===== src/hdl/sfr_pkg.sv =====
// sfr_pkg: shared constants and field widths for the sensor frame receiver.
// No dependencies; used by the interfaces and by the top level.
package sfr_pkg;

  localparam int BYTE_W = 8;
  localparam int POS_W  = 5;
  localparam int STAT_W = 2;

  localparam int MAX_LEN = 24;

  localparam logic [BYTE_W-1:0] HEADER_BYTE = 8'h68;

  localparam logic [STAT_W-1:0] ST_PROGRESS = 2'd0;
  localparam logic [STAT_W-1:0] ST_GOOD     = 2'd1;
  localparam logic [STAT_W-1:0] ST_BAD      = 2'd2;

endpackage


===== src/hdl/sfr_if.sv =====
// sfr_if: valid/ready channel interfaces for the sensor frame receiver
// (byte input, result output, address configuration). Depends on sfr_pkg.
interface sfr_in_if;
  logic                      valid;
  logic                      ready;
  logic [sfr_pkg::BYTE_W-1:0] rx_byte;

  modport source (output valid, output rx_byte, input ready);
  modport sink   (input valid, input rx_byte, output ready);
endinterface

interface sfr_out_if;
  logic                       valid;
  logic                       ready;
  logic [sfr_pkg::STAT_W-1:0] status;
  logic [sfr_pkg::POS_W-1:0]  byte_position;
  logic [sfr_pkg::BYTE_W-1:0] byte_value;
  logic [sfr_pkg::POS_W-1:0]  frame_length;

  modport source (output valid, output status, output byte_position, output byte_value,
                  output frame_length, input ready);
  modport sink   (input valid, input status, input byte_position, input byte_value,
                  input frame_length, output ready);
endinterface

interface sfr_cfg_if;
  logic                       valid;
  logic                       ready;
  logic [sfr_pkg::BYTE_W-1:0] device_address;

  modport source (output valid, output device_address, input ready);
  modport sink   (input valid, input device_address, output ready);
endinterface


===== src/hdl/sensor_frame_receiver.sv =====
// sensor_frame_receiver: delimits header/length/address/sum8 sensor reply frames.
// Depends on sfr_pkg and the channel interfaces in sfr_if.sv.
//
// Usage:
//   in_chan  : one received serial byte per transaction (rx_byte).
//   out_chan : one result per input byte: status (0 in progress, 1 frame good,
//              2 rejected or bad), byte_position, byte_value (echo) and
//              frame_length (nonzero only with status 1).
//   cfg_chan : writes device_address; always ready. Write only while idle.
// Timing:
//   A byte enters an input register, is checked against the frame state by
//   one level of compare and 8-bit add logic, and then moves to the result
//   register that drives out_chan.valid. One byte per cycle is sustained
//   while out_chan.ready is high; the frame state updates in the same cycle
//   a byte moves to the result register.
// Reset: rst_n (synchronous, active low) empties both registers, clears the
//   frame state to position 0 and device_address to 0.
// Stall: while out_chan.ready is low the result holds and one more byte is
//   taken into the input register; then in_chan.ready drops.
module sensor_frame_receiver (
  input  logic      clk,
  input  logic      rst_n,
  sfr_in_if.sink    in_chan,
  sfr_out_if.source out_chan,
  sfr_cfg_if.sink   cfg_chan
);

  logic                       in_valid_r;
  logic [sfr_pkg::BYTE_W-1:0] in_byte_r;

  logic [sfr_pkg::POS_W-1:0]  pos_r, pos_nxt;
  logic [sfr_pkg::POS_W-1:0]  exp_len_r, exp_len_nxt;
  logic [sfr_pkg::BYTE_W-1:0] sum_r, sum_nxt;
  logic [sfr_pkg::BYTE_W-1:0] dev_addr_r;

  logic                       out_valid_r;
  logic [sfr_pkg::STAT_W-1:0] status_r, status_nxt;
  logic [sfr_pkg::POS_W-1:0]  out_pos_r;
  logic [sfr_pkg::BYTE_W-1:0] out_byte_r;
  logic [sfr_pkg::POS_W-1:0]  out_len_r, out_len_nxt;

  logic                       advance;
  logic [sfr_pkg::POS_W-1:0]  len_cur;
  logic                       bad_early;

  assign advance        = in_valid_r && (!out_valid_r || out_chan.ready);
  assign in_chan.ready  = !in_valid_r || advance;
  assign cfg_chan.ready = 1'b1;

  assign len_cur = (pos_r == sfr_pkg::POS_W'(1)) ? in_byte_r[sfr_pkg::POS_W-1:0] : exp_len_r;

  assign bad_early =
      ((pos_r == sfr_pkg::POS_W'(1)) &&
       ((in_byte_r == '0) || (in_byte_r > sfr_pkg::BYTE_W'(sfr_pkg::MAX_LEN)))) ||
      ((pos_r == sfr_pkg::POS_W'(2)) && (in_byte_r != dev_addr_r)) ||
      (len_cur == '0) || (pos_r > len_cur);

  always_comb begin
    pos_nxt     = '0;
    exp_len_nxt = '0;
    sum_nxt     = '0;
    status_nxt  = sfr_pkg::ST_BAD;
    out_len_nxt = '0;
    if (pos_r == '0) begin
      if (in_byte_r == sfr_pkg::HEADER_BYTE) begin
        pos_nxt    = sfr_pkg::POS_W'(1);
        status_nxt = sfr_pkg::ST_PROGRESS;
      end
    end else if (!bad_early) begin
      if (pos_r == len_cur) begin
        if (in_byte_r == sum_r) begin
          status_nxt  = sfr_pkg::ST_GOOD;
          out_len_nxt = len_cur;
        end
      end else begin
        pos_nxt     = pos_r + sfr_pkg::POS_W'(1);
        exp_len_nxt = len_cur;
        sum_nxt     = sum_r + in_byte_r;
        status_nxt  = sfr_pkg::ST_PROGRESS;
      end
    end
  end

  always_ff @(posedge clk) begin
    if (!rst_n) begin
      in_valid_r  <= 1'b0;
      out_valid_r <= 1'b0;
      pos_r       <= '0;
      exp_len_r   <= '0;
      sum_r       <= '0;
      dev_addr_r  <= '0;
    end else begin
      if (in_chan.ready) begin
        in_valid_r <= in_chan.valid;
      end
      if (advance) begin
        out_valid_r <= 1'b1;
        pos_r       <= pos_nxt;
        exp_len_r   <= exp_len_nxt;
        sum_r       <= sum_nxt;
      end else if (out_chan.ready) begin
        out_valid_r <= 1'b0;
      end
      if (cfg_chan.valid) begin
        dev_addr_r <= cfg_chan.device_address;
      end
    end
  end

  always_ff @(posedge clk) begin
    if (in_chan.ready && in_chan.valid) begin
      in_byte_r <= in_chan.rx_byte;
    end
    if (advance) begin
      status_r   <= status_nxt;
      out_pos_r  <= pos_r;
      out_byte_r <= in_byte_r;
      out_len_r  <= out_len_nxt;
    end
  end

  assign out_chan.valid         = out_valid_r;
  assign out_chan.status        = status_r;
  assign out_chan.byte_position = out_pos_r;
  assign out_chan.byte_value    = out_byte_r;
  assign out_chan.frame_length  = out_len_r;

  a_pos_in_range: assert property (@(posedge clk) disable iff (!rst_n)
    pos_r <= sfr_pkg::POS_W'(sfr_pkg::MAX_LEN))
    else $error("frame position beyond maximum length");

  a_good_len: assert property (@(posedge clk) disable iff (!rst_n)
    out_valid_r && (status_r == sfr_pkg::ST_GOOD) |->
      (out_len_r == out_pos_r) && (out_len_r != '0))
    else $error("good frame length does not match checksum position");

  a_resync: assert property (@(posedge clk) disable iff (!rst_n)
    advance && (status_nxt != sfr_pkg::ST_PROGRESS) |=> (pos_r == '0) && (sum_r == '0))
    else $error("receiver did not resynchronize after frame end");

  a_hold_input: assert property (@(posedge clk) disable iff (!rst_n)
    in_valid_r && out_valid_r && !out_chan.ready |=> in_valid_r && $stable(in_byte_r))
    else $error("pending byte lost while result stalled");

endmodule

===== src/flat_wrapper.sv =====
// flat-port wrapper written by rule: the top's interface ports become plain ports
module sensor_frame_receiver_flat 
  (clk, rst_n, in_chan_valid, in_chan_rx_byte, in_chan_ready, out_chan_valid, out_chan_status, out_chan_byte_position, out_chan_byte_value, out_chan_frame_length, out_chan_ready, cfg_chan_valid, cfg_chan_device_address, cfg_chan_ready);
  sfr_in_if in_chan_i ();
  sfr_out_if out_chan_i ();
  sfr_cfg_if cfg_chan_i ();
  input  logic clk;
  input  logic rst_n;
  input wire logic [$bits(in_chan_i.valid)-1:0] in_chan_valid;
  input wire logic [$bits(in_chan_i.rx_byte)-1:0] in_chan_rx_byte;
  output wire logic [$bits(in_chan_i.ready)-1:0] in_chan_ready;
  output wire logic [$bits(out_chan_i.valid)-1:0] out_chan_valid;
  output wire logic [$bits(out_chan_i.status)-1:0] out_chan_status;
  output wire logic [$bits(out_chan_i.byte_position)-1:0] out_chan_byte_position;
  output wire logic [$bits(out_chan_i.byte_value)-1:0] out_chan_byte_value;
  output wire logic [$bits(out_chan_i.frame_length)-1:0] out_chan_frame_length;
  input wire logic [$bits(out_chan_i.ready)-1:0] out_chan_ready;
  input wire logic [$bits(cfg_chan_i.valid)-1:0] cfg_chan_valid;
  input wire logic [$bits(cfg_chan_i.device_address)-1:0] cfg_chan_device_address;
  output wire logic [$bits(cfg_chan_i.ready)-1:0] cfg_chan_ready;
  assign in_chan_i.valid = in_chan_valid;
  assign in_chan_i.rx_byte = in_chan_rx_byte;
  assign in_chan_ready = in_chan_i.ready;
  assign out_chan_valid = out_chan_i.valid;
  assign out_chan_status = out_chan_i.status;
  assign out_chan_byte_position = out_chan_i.byte_position;
  assign out_chan_byte_value = out_chan_i.byte_value;
  assign out_chan_frame_length = out_chan_i.frame_length;
  assign out_chan_i.ready = out_chan_ready;
  assign cfg_chan_i.valid = cfg_chan_valid;
  assign cfg_chan_i.device_address = cfg_chan_device_address;
  assign cfg_chan_ready = cfg_chan_i.ready;
  sensor_frame_receiver u_core (.clk(clk), .rst_n(rst_n), .in_chan(in_chan_i), .out_chan(out_chan_i), .cfg_chan(cfg_chan_i));
endmodule

===== config.mk =====
export PLATFORM = sky130hd
export DESIGN_NAME = sensor_frame_receiver_flat
export DESIGN_NICKNAME = d
export VERILOG_FILES = /design/src/hdl/sfr_pkg.sv /design/src/hdl/sfr_if.sv /design/src/hdl/sensor_frame_receiver.sv /design/src/flat_wrapper.sv
export SDC_FILE = /design/constraint.sdc
export NUM_CORES = 1
export LEC_CHECK = 0
export BUFFER_PORTS_ARGS = -buffer_cell sky130_fd_sc_hd__buf_2
export CORE_AREA = 2 2 75 77
export DETAILED_ROUTE_END_ITERATION = 10
export DIE_AREA = 0 0 77 79
export PLACE_DENSITY = 0.74
export SKIP_LAST_GASP = 1
export SYNTH_ARGS = -nofsm -noshare
export SYNTH_HDL_FRONTEND = slang
export SYNTH_SLANG_ARGS = --single-unit

===== constraint.sdc =====
create_clock -name clk -period 4.26 [get_ports clk]
set_input_delay 0.639 -clock clk [delete_from_list [all_inputs] [get_ports clk]]
set_output_delay 0.639 -clock clk [all_outputs]
set_load 0.1 [all_outputs]

==> impl_metrics.py <==
metrics = {
    "status": {
        "outcome": "finished clean",
    },
    "detailed_routing": {
        "num_vias": 2074,
        "drc": 0,
        "wl_met2_um": 2810,
        "dr.pass1.iters": 4,
        "route.met3.wl_um": 268,
        "ant_nets": 0,
        "met1_length_um": 2520,
        "wl_per_cell_um": 15.2,
        "routed_wl_um": 5640,
        "drt_iter0_markers": 140,
        "routed.top_layer": "met4",
        "viasPerCell": 5.61,
    },
    "sta": {
        "worstMarginPinSlew_ns": 0.542,
        "slew_viol_final": 0,
        "rsz0062_at_grt": "false",
        "fin_crit_ns": 3.28,
        "worst_slack_ns": 0.976,
        "maxClockFrequency_mhz": 304,
        "relSlewSlack": 0.628,
        "fin_skew_ns": 0.00735,
        "period_share": 0.771,
        "setup_viol": 0,
        "fin_setup_tns_ns": 0,
        "finalHoldViolations": 0,
    },
    "synth": {
        "seq_area_frac_synth": 0.496,
        "synth_top_flop_cell": "edfxtp_1",
        "netlist_area_um2": 2830,
        "syn_inst": 256,
        "synth_largest_area_cell": "edfxtp_1",
        "synthesis.nets": 292,
        "async_flop_share": 0,
        "yosys-top-cells-area": "edfxtp_1, dfxtp_1, ha_1, mux2i_1, xnor2_1",
        "syn_area_per_cell_um2": 11.0,
        "yosysWarnings": 0,
        "synthTopCellsByCount": "dfxtp_1, edfxtp_1, nor2_1",
        "synth_edf_count": 28,
        "ys_types": 46,
        "yosysTopAreaCellShare": 0.297,
        "ys_ff_latch": 56,
    },
    "critical_path": {
        "path_delay_family": "simple AND/OR/NAND/NOR gates",
        "slowest_delay_ns": 0.51,
        "startpoint_type": "flip-flop",
        "cp.required_ns": 4.46,
        "crit_chain": "inv_1 -> ha_1 -> nor4b_4 -> mux2i_1 -> inv_1 -> ha_1 -> inv_1 -> nor4_2 -> a211oi_4 -> buf_4 -> a32oi_1 -> nor2b_1",
        "worst-path-buf-inv": 4,
        "cp.arrival_ns": 3.49,
        "path_max_fanout": 11,
        "cp_common_cell": "inv_1",
        "end_kind": "flip-flop",
        "critPathSlowestCell": "nor4_2",
        "critPathKind": "flip-flop to flip-flop",
    },
    "power": {
        "power_density_nw_per_um2": 334,
        "p_leak_nw": 1.21,
        "power_mw": 1.06,
        "ir_worst_vdd_mv": 0.223,
    },
    "cts": {
        "cts_buffer_depth": 2,
        "cts_tree": "built",
        "root_buffer": "clkbuf_8",
        "cts_setup_buffers": 0,
        "cts.sinks": 56,
        "cts_buffers": 5,
        "cts_resized": 0,
        "worstSkewPairLatency_ns": 0.31,
        "cts.clk_slew.worst_paths_ns": 0.10,
        "hold_buffers": 0,
        "cts_max_level": 2,
    },
    "cells_and_area": {
        "drive_above_1_share": 0.198,
        "n_antenna_cell": 0,
        "syn_to_final_growth_pct": 12.7,
        "postLayoutCellArea_um2": 3180,
        "nNetsFinal": 333,
        "postLayoutCoreUtil": 0.597,
    },
    "global_routing": {
        "antenna_found_initial": 0,
        "gr-total-overflow": 0,
        "grt_pass1_wl_um": 9650,
        "first_global_vias": 2056,
        "grtUsageTotal": 0.198,
        "grt_max_degree": 36,
    },
    "placement": {
        "post-place-ws_ns": 0.983,
        "gp_routability_congestion": 0.838,
        "dpl.hpwl_um": 4050,
        "placed_area_um2": 3100,
        "port_buffers": 42,
    },
    "flow_run": {
        "maxCapViolCount": 0,
    },
    "die": {
        "io_pins": 44,
        "initial_core_util": 0.530,
        "die_w_um": 77,
        "die_h_um": 79,
        "coreArea_um2": 5340,
        "rows": 27,
        "dieArea_um2": 6080,
    },
    "min_path": {
        "hp-class": "flip-flop to flip-flop",
    },
}
[tightest hold or removal path: stages (launching register included)]
cell,delay (ns)
dfxtp_1,0.32
nand2_1,0.05
a21boi_0,0.06
[worst paths after layout]
| check | start | end | slack, ns | cells after the start |
|---|---|---|---|---|
| setup / recovery | u_core.pos_r[1] | u_core.exp_len_r[4] | 0.98 | 12 |
| hold / removal | u_core.sum_r[4] | u_core.sum_r[4] | 0.47 | 2 |
| setup reg to reg | u_core.pos_r[1] | u_core.exp_len_r[4] | 0.98 | 12 |
| hold reg to reg | u_core.sum_r[4] | u_core.sum_r[4] | 0.47 | 2 |
[layout by cell type, fill, tap and decap left out, types with 4 or more instances in the layout]
cell      instances
a21oi_1           6
nor3_1            4
nand2_1          16
o21ai_0           5
a21boi_0          7
xnor2_1          14
nand3_1           7
mux2i_1          14
dfxtp_1          28
inv_1             7
nor2b_1          17
nand4_1          14
nor2_1           18
buf_2            42
edfxtp_1         28
a32oi_1           5
clkbuf_8          5
ha_1             14
buf_4             4
[metal layers]
metal	track usage	vias to the layer above
met3	0.0330	5
met2	0.346	62
met4	0.0536	0
met1	0.257	990
met5	0	-
li1	-	1017
[where the power goes]
group | internal, mW | switching (mW) | leakage [nW] | total [mW]
registers | 0.585 | 0.0162 | 0.490 | 0.601
logic | 0.0495 | 0.124 | 0.674 | 0.173
clock network | 0.117 | 0.171 | 0.0414 | 0.288
[cell families after synthesis]
family | Yosys count | synth area share
simple gates | 91 | 0.178
fa+ha+maj | 15 | 0.0691
buf+inv | 19 | 0.0310
compound gates | 42 | 0.118
xor+xnor | 17 | 0.0527
flops | 56 | 0.496
other cells | 1 | 0.00133
mux | 15 | 0.0536
[state kept, by name (all words and copies together) (netlist names)]
signal / flops
u_core.out_chan.status: 2
u_core.in_byte_r: 8
u_core.pos_r: 5
u_core.out_chan.byte_value: 8
u_core.out_chan.byte_position: 5
u_core.sum_r: 8
u_core.dev_addr_r: 8
u_core.in_valid_r: 1
u_core.exp_len_r: 5
u_core.out_chan.valid: 1
u_core.out_chan.frame_length: 5
[metrics by stage]
stage | hold slack [ns] | cells
2_1_floorplan | 0.435 | 256
3_3_place_gp | 0.456 | 362
3_5_place_dp | 0.460 | 362
4_1_cts | 0.476 | 370
5_1_grt | 0.491 | 370
6_report | 0.473 | 370
[area by class of cell]
type                       instances  area (um^2)
tap                               72         90.1
fill                             474         2150
clock inverter                     2         16.3
clock buffer                       6         72.6
timing repair buffer              46          240
sequential                        56         1400
inverter                           7         26.3
multi-input combinational        181         1340
No activity file was read; power rests on OpenSTA's default activity.
